File: src/design/hskr_div.sv
// Pipelined restoring divider, one quotient bit per stage, with an overflow flag.
`timescale 1ns / 1ps
`default_nettype none
module hskr_div #(
  parameter int NW = 48,
  parameter int DW = 34,
  parameter int QB = 16,
  parameter int SW = 40
) (
  input  logic          clk,
  input  logic          rst,
  input  logic          en,
  input  logic          in_valid,
  input  logic [NW-1:0] in_num,
  input  logic [DW-1:0] in_den,
  input  logic [SW-1:0] in_side,
  output logic          out_valid,
  output logic [QB-1:0] out_quo,
  output logic          out_sat,
  output logic [SW-1:0] out_side
);

  localparam int RW = ((NW > DW + QB) ? NW : DW + QB) + 1;

  logic [RW-1:0] rem  [QB];
  logic [DW-1:0] den  [QB];
  logic [QB-1:0] quo  [QB+1];
  logic          sat  [QB+1];
  logic [SW-1:0] side [QB+1];
  logic          vld  [QB+1];

  always_ff @(posedge clk) begin
    if (rst) begin
      vld[0] <= 1'b0;
    end else if (en) begin
      vld[0] <= in_valid;
    end
  end

  // Stage zero flags a quotient that would not fit in QB bits.
  always_ff @(posedge clk) begin
    if (en) begin
      rem[0]  <= RW'(in_num);
      den[0]  <= in_den;
      quo[0]  <= '0;
      sat[0]  <= RW'(in_num) >= (RW'(in_den) << QB);
      side[0] <= in_side;
    end
  end

  for (genvar i = 1; i <= QB; i++) begin : g_stage
    logic [RW-1:0] sub;
    logic          take;

    always_comb begin
      sub  = RW'(den[i-1]) << (QB - i);
      take = rem[i-1] >= sub;
    end

    always_ff @(posedge clk) begin
      if (rst) begin
        vld[i] <= 1'b0;
      end else if (en) begin
        vld[i] <= vld[i-1];
      end
    end

    always_ff @(posedge clk) begin
      if (en) begin
        quo[i]  <= quo[i-1] | (take ? (QB'(1) << (QB - i)) : '0);
        sat[i]  <= sat[i-1];
        side[i] <= side[i-1];
      end
    end

    if (i < QB) begin : g_carry
      always_ff @(posedge clk) begin
        if (en) begin
          rem[i] <= take ? (rem[i-1] - sub) : rem[i-1];
          den[i] <= den[i-1];
        end
      end
    end
  end

  assign out_valid = vld[QB];
  assign out_quo   = quo[QB];
  assign out_sat   = sat[QB];
  assign out_side  = side[QB];

endmodule
`default_nettype wire

File: config.mk
export PLATFORM = sky130hd
export DESIGN_NAME = hskr_div
export DESIGN_NICKNAME = d
export VERILOG_FILES = /design/src/design/hskr_div.sv
export SDC_FILE = /design/constraint.sdc
export NUM_CORES = 2
export LEC_CHECK = 0
export BUFFER_PORTS_ARGS = -buffer_cell sky130_fd_sc_hd__buf_2
export CORE_UTILIZATION = 50
export DETAILED_ROUTE_END_ITERATION = 10
export PLACE_DENSITY = 0.7
export SLEW_MARGIN = 25
export SYNTH_ARGS = -nofsm -noshare
export SYNTH_HDL_FRONTEND = slang
export SYNTH_SLANG_ARGS = --single-unit
File: constraint.sdc
create_clock -name clk -period 4.7 [get_ports clk]
set_input_delay 0.235 -clock clk [delete_from_list [all_inputs] [get_ports clk]]
set_output_delay 0.235 -clock clk [all_outputs]
set_load 0.005 [all_outputs]
==> results.cfg <==
[outcome]
outcome = completed

[clock_network]
cts_buffers = 228
cts_sinks = 2207
clockBufferDepth = 3
cts.clk_slew.worst_paths_ps = 60
clk_latency_ps = 860
htree_levels = 4
root_buffer = clkbuf_16
cts_tree = built

[critical_path]
arrival_ps = 4970
worst_r2r_startpoint = rem[3][84]$_DFFE_PP_
cp-end-kind = register
path_max_fanout = 12
ff2ff_setup_slack_ps = 320
crit_type = register to register
crit_required_ps = 5290
slowest_delay_ps = 810
path_cells = ha_1, and3_1, nand2_1, or2_2, nor3b_1, nand4_1, nand4b_1, o21ba_2, a2111oi_1, buf_4, xor2_1
slowest_stage = nor3b_1
critPathLaunchType = register
reg2reg_to = rem[4][44]$_DFFE_PP_
rr_worst_depth = 11

[finish]
fin_util_pct = 56.70
layout_commonest_cell = edfxtp_1
final_nets = 9633
syn_to_final_growth_pct = 12.46
drive_gt1_share_pct = 8.847
final_cell_mix = edfxtp_1 (2207), inv_1 (713), a21oi_1 (683)
final_area_um2 = 119200
fillers = 17030

[worst_hold_path]
holdPathStages = 2
worstHoldStart = in_den[22]
hold_class = primary input to register
hold_end = den[0][22]$_DFFE_PP_

[timing]
rsz0062_at_grt = false
tns_ps = 0
hold_viol_final = 0
fin_crit_sh_pct = 93.22
hold_slack_ps = 89.70
clock_skew_ps = 30.11
fin_crit_ps = 4381
fmax_mhz = 228.3
slew_viol_final = 0
worst_pin_slew_ps = 1130
max_slew_margin_pct = 24.15
setup_violations = 0

[yosys]
ys_seq_elements = 2207
synthArstFlopShare_pct = 0
synth_edf_count = 2207
synth_area_um2 = 106000
yosys_most_used_dff = edfxtp_1
synth_cell_type_count = 99
avgSynthCellArea_um2 = 12.49
syn_inst = 8488
syn_nets = 9204
synth_top_area_share_pct = 62.53
yosysSeqAreaShare_pct = 62.53
synth_top_cell_by_area = edfxtp_1
synth_area_leaders = edfxtp_1 (63%), ha_1 (6.8%), a21oi_1 (3.2%)
yosysWarnings = 0

[pwr]
p_leak_nw = 45.94
p_switching_mw = 22.41
switching_share_pct = 33.05
power_frac_comb_pct = 33.5
ir_drop_v = 0.0004402
power_frac_clock_pct = 25.0
seqPwrFrac_pct = 41.5
power_density_nw_per_um2 = 569.1
p_int_mw = 45.42
totalPowerFinal_mw = 67.83

[placement]
hpwl_um = 163100
dpl_cell_area_um2 = 110800
routabilityCongestion = 0.9464
port_buffers = 183

[drt]
dr.pass1.iters = 7
wl_per_cell_um = 18.39
ant_nets = 0
drt_iter0_markers = 3960
vias_per_cell = 5.446
vias = 64877
wirelength_um = 219100
drcViolationCount = 0

[floorplan]
die_h_um = 462.4
start_util_pct = 50.42
die_w_um = 462.4
io_pins = 184
rows = 168
dieArea_um2 = 213800
coreArea_um2 = 210200

[global_route]
antenna_found_initial = 5
grt_max_degree = 166
overflow = 0
grt_usage_pct = 20.31
grt_pass1_wl_um = 347300
grt_pass1_vias = 66924

[run]
maxCapViolations = 0
[area by class of cell]
type                       instances  area [um^2]  share of cell area [%]
tap                             2805         3510                   2.944
sequential                      2207        66270                   55.60
multi-input combinational       5303        35990                   30.20
clock inverter                   138         1209                   1.014
timing repair buffer             462         3621                   3.038
antenna                            9        22.52                 0.01890
clock buffer                     274         5878                   4.932
inverter                         715         2685                   2.253
[metal layers]
metal / track usage [%] / share of wire [%] / wire length (um)
met5: 0 / 0 / 0
met4: 13.20 / 6.9 / 15050
met3: 2.729 / 3.0 / 6660
met2: 38.17 / 53 / 115300
met1: 21.03 / 37 / 82070
[timing repair]
action	CTS	global route
setup buffers	0	0
resized for setup	0	0
hold buffers	129	0
hold endpoints to repair	187	0
[cells by family (layout without fill, tap and decap cells)]
kind of cell             after synthesis  count (layout)  share of synthesized area (%)
AO/OA/AOI/OAI                       2077            2077                          12.03
multiplexers                          78              78                         0.8240
adder cells (fa/ha/maj)              590             590                          7.072
flip-flops                          2207            2207                          62.53
AND/OR/NAND/NOR                     1987            1987                          9.198
XOR/XNOR                             571             571                          4.719
buffers and inverters                978            1589                          3.629
other                                  0               9                              0
[worst max path at each step]
stage                         startpoint                   end  slack, ps  cells past startpoint
floorplan            rem[4][7]$_DFFE_PP_  rem[4][81]$_DFFE_PP_       1130                     15
global placement    rem[3][89]$_DFFE_PP_  rem[4][44]$_DFFE_PP_        290                     10
detailed placement  rem[3][84]$_DFFE_PP_  rem[4][44]$_DFFE_PP_        290                     11
CTS                 rem[3][84]$_DFFE_PP_  rem[4][44]$_DFFE_PP_        280                     11
global route        rem[3][89]$_DFFE_PP_  rem[4][44]$_DFFE_PP_         50                     10
finish              rem[3][84]$_DFFE_PP_  rem[4][44]$_DFFE_PP_        320                     11
[flip-flops by register name, indices dropped and copies added (netlist names)]
signal,cells
rem,813
side,680
vld,17
den,544
quo,136
sat,17
[worst max-delay path: cells and delay by family (launching register included)]
| kind | cells | cell delay, ps |
|---|---|---|
| AND/OR/NAND/NOR | 6 | 2280 |
| buffers and inverters | 1 | 190 |
| XOR/XNOR | 1 | 50 |
| AO/OA/AOI/OAI | 2 | 710 |
| adder cells (fa/ha/maj) | 1 | 480 |
| flip-flops | 1 | 420 |
[per-stage QoR]
stage,setup slack [ps],cells
2_1_floorplan,1127,8488
3_3_place_gp,291.1,11362
3_5_place_dp,292.0,11363
4_1_cts,277.3,11904
5_1_grt,51.36,11912
6_report,318.9,11913
[power groups by stage]
stage               logic, mW  clock network [mW]  registers, mW
detailed placement       22.4                   0           28.5
CTS                      22.6                17.4           28.1
global route             25.2                18.2           28.5
finish                   22.7                16.9           28.2
floorplan                16.7                   0           27.8
global placement         22.0                   0           28.5
[synthesized netlist by cell type, types with 15 or more instances]
library cell / n
and3_1: 58
xor2_1: 256
mux2_2: 74
a31oi_1: 69
or4_1: 32
clkbuf_1: 193
nand2b_1: 75
edfxtp_1: 2207
ha_1: 575
nand2_1: 637
inv_1: 713
nand3b_1: 17
o31a_1: 26
nor4b_1: 16
fa_1: 15
xnor2_1: 315
o21a_1: 71
nor2_1: 441
o21bai_1: 76
and2_1: 45
a211oi_1: 48
buf_1: 18
and4_1: 18
a21oi_1: 683
nor3b_1: 22
or2_2: 25
nand4_1: 129
or3_1: 42
nor4_1: 75
nor3_1: 107
buf_4: 41
nor2b_1: 73
o21ai_0: 544
o211ai_1: 41
nand3_1: 133
o31ai_1: 32
a21o_1: 285
Power figures use the tool's default switching activity.
