## src/design/hskr_pkg.sv

```systemverilog
// Shared types, widths and helpers for the highlight roll-off block.
`timescale 1ns / 1ps
`default_nettype none
package hskr_pkg;

  localparam int SAMPLE_W = 18;
  localparam int AMOUNT_W = 11;
  localparam int TDATA_W  = ((SAMPLE_W + 7) / 8) * 8;

  localparam logic [AMOUNT_W-1:0] AMOUNT_FULL = 11'd1024;

  typedef enum logic [1:0] {
    REG_PASS,
    REG_KNEE,
    REG_TAIL
  } region_t;

  // Floor divide by five through the reciprocal, exact for any 32-bit value.
  function automatic logic [31:0] div5(input logic [31:0] v);
    logic [63:0] prod;
    prod = {32'd0, v} * 64'h0000_0000_CCCC_CCCD;
    return {2'b00, prod[63:34]};
  endfunction

endpackage
`default_nettype wire

```

## src/design/hskr_cfg.sv

```systemverilog
// Amount register and the derived curve values, with a settle window after a write.
`timescale 1ns / 1ps
`default_nettype none
module hskr_cfg #(
  parameter int FRAC_BITS = 14
) (
  input  logic                          clk,
  input  logic                          rst,
  input  logic                          cfg_wen,
  input  logic [hskr_pkg::AMOUNT_W-1:0] cfg_wdata,
  output logic [hskr_pkg::AMOUNT_W-1:0] amt,
  output logic [FRAC_BITS:0]            thr,
  output logic [FRAC_BITS:0]            knee,
  output logic [FRAC_BITS:0]            pexit,
  output logic [FRAC_BITS:0]            s2,
  output logic [2*FRAC_BITS+4:0]        d5kk,
  output logic                          busy
);
  import hskr_pkg::*;

  localparam int VW  = FRAC_BITS + 1;
  localparam int D5W = 2 * VW + 3;
  localparam int CNW = FRAC_BITS + 15;
  localparam logic [2:0] SETTLE = 3'd4;
  localparam logic [VW-1:0] ONE_V = {1'b1, {FRAC_BITS{1'b0}}};

  logic [AMOUNT_W-1:0] amount;
  logic [2:0]          settle;
  logic [2*VW-1:0]     kk;

  logic [13:0]    t_base;
  logic [13:0]    k_base;
  logic [CNW-1:0] t_num;
  logic [CNW-1:0] k_num;
  logic [VW+2:0]  p_num;
  logic [VW-1:0]  thr_next;
  logic [VW-1:0]  knee_next;
  logic [VW-1:0]  pexit_next;

  always_comb begin
    t_base     = 14'd8192 - ({3'b000, amt} + {2'b00, amt, 1'b0});
    k_base     = 14'd1536 + {3'b000, amt};
    t_num      = (CNW'(t_base) << FRAC_BITS) + CNW'(5120);
    k_num      = (CNW'(k_base) << FRAC_BITS) + CNW'(5120);
    thr_next   = VW'(div5(32'(t_num >> 11)));
    knee_next  = VW'(div5(32'(k_num >> 11)));
    p_num      = {knee, 3'b000} + (VW+3)'(5);
    pexit_next = thr + VW'(div5(32'(p_num >> 1)));
  end

  always_ff @(posedge clk) begin
    if (rst) begin
      amount <= '0;
      settle <= SETTLE;
    end else if (cfg_wen) begin
      amount <= cfg_wdata;
      settle <= SETTLE;
    end else if (settle != 3'd0) begin
      settle <= settle - 3'd1;
    end
  end

  // Four register steps from the amount to the last derived value.
  always_ff @(posedge clk) begin
    amt   <= (amount > AMOUNT_FULL) ? AMOUNT_FULL : amount;
    thr   <= thr_next;
    knee  <= knee_next;
    pexit <= pexit_next;
    kk    <= knee * knee;
    s2    <= ONE_V - pexit;
    d5kk  <= D5W'({kk, 2'b00}) + D5W'(kk);
  end

  assign busy = (settle != 3'd0);

endmodule
`default_nettype wire

```

## config.mk

```make
export PLATFORM = sky130hd
export DESIGN_NAME = hskr_cfg
export DESIGN_NICKNAME = d
export VERILOG_FILES = /design/src/design/hskr_pkg.sv /design/src/design/hskr_cfg.sv
export SDC_FILE = /design/constraint.sdc
export NUM_CORES = 1
export LEC_CHECK = 0
export BUFFER_PORTS_ARGS = -buffer_cell sky130_fd_sc_hd__buf_2
export CAP_MARGIN = 10
export CORE_MARGIN = 5
export CORE_UTILIZATION = 50
export DETAILED_ROUTE_END_ITERATION = 12
export PLACE_DENSITY_LB_ADDON = 0.3
export SYNTH_ARGS = -nofsm -noshare
export SYNTH_HDL_FRONTEND = slang
export SYNTH_SLANG_ARGS = --single-unit
export TNS_END_PERCENT = 30
```

## constraint.sdc

```tcl
create_clock -name clk -period 10.75 [get_ports clk]
set_input_delay 2.15 -clock clk [delete_from_list [all_inputs] [get_ports clk]]
set_output_delay 2.15 -clock clk [all_outputs]
set_load 0.02 [all_outputs]
```

==> results of run 1 <==
layer usage:
| metal | wire, um | GRT usage, % | share of wire [%] | up-vias |
|---|---|---|---|---|
| li1 | - | - | - | 7700 |
| met1 | 20300 | 24.7 | 43 | 7687 |
| met2 | 23700 | 35.7 | 50 | 258 |
| met3 | 1880 | 3.76 | 4.0 | 71 |
| met4 | 1330 | 6.86 | 2.8 | 0 |
| met5 | 0 | 0 | 0 | - |
synth_stat cells, types with 3 or more instances:
cell type  count  area, um^2
ha_1         519        6490
inv_1        508        1910
fa_1         304        6090
dfxtp_1      141        2820
nor2_1       126         473
xnor2_1       99         867
a21oi_1       82         410
nand2_1       58         218
a21o_1        47         353
and2_1        43         269
xor2_1        43         377
o21ai_0       34         170
nor3_1        31         155
nor2b_1       24         150
o21a_1        21         158
nand3_1       18        90.1
and3_1        16         100
mux2i_1       13         130
o21bai_1      13        97.6
a211oi_1      12        90.1
nand4_1       12        75.1
clkbuf_1      10        37.5
nand2b_1       9        56.3
o211ai_1       9        67.6
o21ai_1        9        45.0
or2_2          8        50.1
or3_1          8        50.1
a31o_2         5        43.8
a221o_1        4        40.0
a311oi_1       4        35.0
and4_1         4        35.0
buf_4          4        30.0
o31ai_1        4        30.0
a2111oi_0      3        26.3
a211o_1        3        26.3
a31oi_1        3        18.8
clkinv_1       3        11.3
nor4_1         3        18.8
logic make-up (layout without fill, tap and decap cells):
| kind of cell | after synthesis | after routing | synth area share (%) |
|---|---|---|---|
| fa+ha+maj | 826 | 826 | 56.0 |
| mux | 14 | 14 | 0.628 |
| compound gates | 283 | 283 | 8.51 |
| buf+inv | 527 | 656 | 8.85 |
| flops | 141 | 141 | 12.5 |
| xor+xnor | 142 | 142 | 5.52 |
| simple gates | 366 | 366 | 7.95 |
| other cells | 1 | 4 | 0.0166 |
how the worst max path moves through the flow:
stage,start,to,slack [ns]
final,knee[7]$_DFF_P_,pexit[14]$_DFF_P_,2.18
after global routing,knee[7]$_DFF_P_,pexit[14]$_DFF_P_,1.76
after CTS,knee[7]$_DFF_P_,pexit[14]$_DFF_P_,2.24
after detailed placement,knee[7]$_DFF_P_,pexit[14]$_DFF_P_,2.29
after global placement,knee[7]$_DFF_P_,pexit[14]$_DFF_P_,2.60
after floorplan,knee[7]$_DFF_P_,pexit[14]$_DFF_P_,3.00
metrics by stage:
step / util [%] / area (um^2) / hold slack [ns] / worst slack, ns / std cells
after global routing: 54.8 / 24300 / 0.402 / 1.76 / 3024
after global placement: 53.5 / 23800 / 0.384 / 2.60 / 2994
after floorplan: - / 22500 / 0.337 / 3.00 / 2303
after CTS: 54.8 / 24300 / 0.395 / 2.24 / 3024
after detailed placement: 53.5 / 23800 / 0.384 / 2.29 / 2994
final: 54.8 / 24300 / 0.388 / 2.18 / 3024
registers in the layout (all words and copies together), names as in the netlist:
signal	count
thr	15
amt	11
d5kk	30
pexit	15
knee	14
amount	11
kk	27
s2	15
settle	3
worst reg2reg max path: cells and delay by family, from the launching register on:
kind | cells | cell delay [ns]
adder cells (fa/ha/maj) | 9 | 3.88
AO/OA/AOI/OAI | 13 | 2.70
flip-flops | 1 | 0.58
XOR/XNOR | 3 | 0.33
buffers and inverters | 6 | 0.66
AND/OR/NAND/NOR | 2 | 0.26
cell type report:
class / count / area, um^2
Fill cell: 3981 / 20100
Sequential cell: 141 / 2820
Clock inverter: 11 / 115
Clock buffer: 19 / 433
Multi-Input combinational cell: 1635 / 17700
Tap cell: 592 / 741
Inverter: 511 / 1920
Timing Repair Buffer: 115 / 578
==> impl_metrics.yaml, run 1 <==
cells_and_area:
  diodes: 0
  syn2layout_area_growth_pct: 8.00
  drive_above_1_share_pct: 6.74
  layout_common_cells: "ha_1, inv_1, fa_1, dfxtp_1, nor2_1"
  final_common_cell: "ha_1"
  nets: 3258
timing:
  max_slew_margin_pct: 43.9
  min_period_over_period_pct: 79.7
  worstMarginPinSlew_ns: 0.834
  rsz0062_at_grt: "false"
  finalMaxSlewViolations: 0
  hold_viol: 0
  period_minus_slack_ns: 8.57
  fin_tns_setup_ns: 0
  setup_viol: 0
  max_freq_ghz: 0.117
  skew_ns: 0.0177
route:
  viasPerCell: 5.20
  ant_nets: 0
  drcViolationCount: 0
  dr.pass1.iters: 5
  routedWlPerCell_um: 15.6
  drt-total-wl_um: 47200
  first_iter_violations: 608
  vias: 15716
worst_setup_path:
  cp_slowest_cell: "dfxtp_1"
  endpoint_kind: "register"
  timing.rr.end: "pexit[14]$_DFF_P_"
  max_stage_delay_ns: 0.58
  worstPathMaxFanout: 10
  cp_data_arrival_time_ns: 8.92
  critPathBufInv: 6
  r2r_cells: 33
  rrSetupSlack_ns: 2.18
  cp_num_cells: 33
  crit_top_cell: "fa_1"
  crit_family: "adder cells"
  r2r-start: "knee[7]$_DFF_P_"
  cp-start-kind: "register"
  worstPathRequired_ns: 11.10
  worst-setup-path-type: "register to register"
synthesis:
  synth_cell_types: 73
  yosysWarnings: 0
  yosysSeqAreaShare_pct: 12.5
  ys.flop_type: "dfxtp_1"
  synthesis.area_mm2: 0.0225
  ys_seq_elements: 141
  ys_async_sr_fraction_pct: 0
  syn_avg_cell_area_um2: 9.79
  syn_inst: 2300
  synth-edff-count: 0
outcome:
  status: "complete, no violations"
floorplanning:
  die-width_um: 222
  start_util_pct: 50.7
  num_rows: 77
  die_y_um: 222
  ios: 119
  dieArea_mm2: 0.0494
  core_mm2: 0.0444
place:
  io_buffer_count: 114
  gp_congestion: 0.905
  hpwlAfterDp_um: 41800
clocking:
  clockBufferDepth: 2
  postCtsHoldBufs: 0
  postCtsSetupBuffers: 0
  cts_tree: "yes"
  cts_buffers: 17
  clock_latency_ns: 0.48
  cts_sinks: 141
  ctsHtreeMaxLevel: 4
  root_buffer: "clkbuf_16"
  cts_resized: 0
  path_clk_slew_ns: 0.08
global_routing:
  grt_overflow: 0
  grt.total_usage_pct: 20.2
  grt_pass1_wl_um: 82200
  antenna_found_initial: 0
  first_global_vias: 17371
  grt_max_degree: 19
min_path:
  hp-start: "kk[0]$_DFF_P_"
  hp-class: "register to register"
  min_to: "d5kk[0]$_DFF_P_"
  hold_depth: 0
job:
  max_cap_viol_count: 0
Power of run 1 is left out: the tool's default activity adds up to more than one toggle a clock period on the data nets, which glitch-free logic cannot reach.
==> run 2, diff against run 1 <==
clock period = 8.2 ns   (was 10.75 ns; I/O delays follow)
==> impl_metrics.yaml, run 2 (synthesis results as in run 1) <==
outcome:
  status: "complete, no violations"
timing:
  worstMarginPinSlew_ns: 0.795
  rsz0062_at_grt: "false"
  skew_ns: 0.0120
  period_minus_slack_ns: 7.82
  hold_viol: 0
  fin_tns_setup_ns: 0
  min_period_over_period_pct: 95.4
  max_slew_margin_pct: 46.6
  setup_viol: 0
  finalMaxSlewViolations: 0
  max_freq_ghz: 0.128
worst_setup_path:
  timing.rr.end: "pexit[14]$_DFF_P_"
  r2r-start: "knee[4]$_DFF_P_"
  r2r_cells: 32
  cp-start-kind: "register"
  cp_data_arrival_time_ns: 8.16
  max_stage_delay_ns: 0.58
  cp_slowest_cell: "fa_1"
  worstPathRequired_ns: 8.54
  worstPathMaxFanout: 10
  worst-setup-path-type: "register to register"
  rrSetupSlack_ns: 0.38
  crit_top_cell: "fa_1"
  endpoint_kind: "register"
min_path:
  hp-class: "register to register"
  min_to: "d5kk[0]$_DFF_P_"
  hold_depth: 0
  hp-start: "kk[0]$_DFF_P_"
cells_and_area:
  nets: 3275
  layout_common_cells: "ha_1, inv_1, fa_1, dfxtp_1, nor2_1"
  drive_above_1_share_pct: 7.83
  syn2layout_area_growth_pct: 8.97
  diodes: 0
  largest_reg_flops: 30
  reg_top3: "d5kk: 30 flops, kk: 27 flops"
  top_register: "d5kk"
  final_common_cell: "ha_1"
clocking:
  ctsHtreeMaxLevel: 4
  clockBufferDepth: 2
  cts_buffers: 17
  cts_sinks: 141
  postCtsHoldBufs: 0
  root_buffer: "clkbuf_16"
  clock_latency_ns: 0.47
  path_clk_slew_ns: 0.07
  cts_tree: "yes"
global_routing:
  grt.total_usage_pct: 19.6
  first_global_vias: 16857
  grt_pass1_wl_um: 80200
  antenna_found_initial: 0
  grt_max_degree: 18
  grt_overflow: 0
place:
  io_buffer_count: 114
  hpwlAfterDp_um: 40900
  gp_congestion: 0.935
floorplanning:
  ios: 119
  dieArea_mm2: 0.0494
  die_y_um: 222
  core_mm2: 0.0444
  die-width_um: 222
  start_util_pct: 50.7
  num_rows: 77
route:
  vias: 15699
  routedWlPerCell_um: 15.2
  drt-total-wl_um: 46300
  ant_nets: 0
  drcViolationCount: 0
  first_iter_violations: 651
  viasPerCell: 5.16
  dr.pass1.iters: 7
job:
  max_cap_viol_count: 0
[run 2: what timing repair did]
action,in CTS,in global routing
endpoints found under the setup margin,0,4
setup buffers,0,0
resized for setup,0,7
[run 2: worst max-delay path: cells and delay by family (launching register included)]
family,cells,cell delay [ns]
flops,1,0.34
xor+xnor,3,0.33
simple gates,3,0.48
fa+ha+maj,9,3.67
compound gates,12,2.38
buf+inv,5,0.47
[run 2: cell type report]
cell class	instances	area (um^2)
Fill cell	3930	19900
Multi-Input combinational cell	1635	17700
Sequential cell	141	2830
Inverter	511	1920
Tap cell	592	741
Timing Repair Buffer	132	706
Clock buffer	17	425
Clock inverter	15	188
[run 2: through the flow]
stage | utilization (%) | setup slack (ns) | cell area, um^2 | instances | hold slack [ns]
global placement | 53.8 | 0.506 | 23900 | 3011 | 0.345
CTS | 55.2 | 0.228 | 24500 | 3043 | 0.361
detailed placement | 53.8 | 0.278 | 23900 | 3011 | 0.349
floorplan | - | 0.445 | 22500 | 2303 | 0.337
finish | 55.3 | 0.381 | 24500 | 3043 | 0.359
global route | 55.3 | 0.00410 | 24500 | 3043 | 0.364
[run 2: worst max-delay path by stage]
stage | endpoint | startpoint | depth (start not counted)
2_1_floorplan | pexit[14]$_DFF_P_ | knee[7]$_DFF_P_ | 33
3_3_place_gp | pexit[14]$_DFF_P_ | knee[10]$_DFF_P_ | 31
3_5_place_dp | thr[13]$_DFF_P_ | amt[1]$_SDFF_PN0_ | 31
4_1_cts | thr[13]$_DFF_P_ | amt[1]$_SDFF_PN0_ | 31
5_1_grt | pexit[14]$_DFF_P_ | knee[4]$_DFF_P_ | 32
6_report | pexit[14]$_DFF_P_ | knee[4]$_DFF_P_ | 32
[run 2: metal layers]
metal  global-route usage (%)  share of wire (%)  routed length (um)
met1                     25.0                 44               20300
met2                     34.1                 50               23100
met3                     3.55                4.2                1940
met4                     5.75                2.1                 957
met5                        0                  0                   0
Power of run 2 is left out for the same reason.
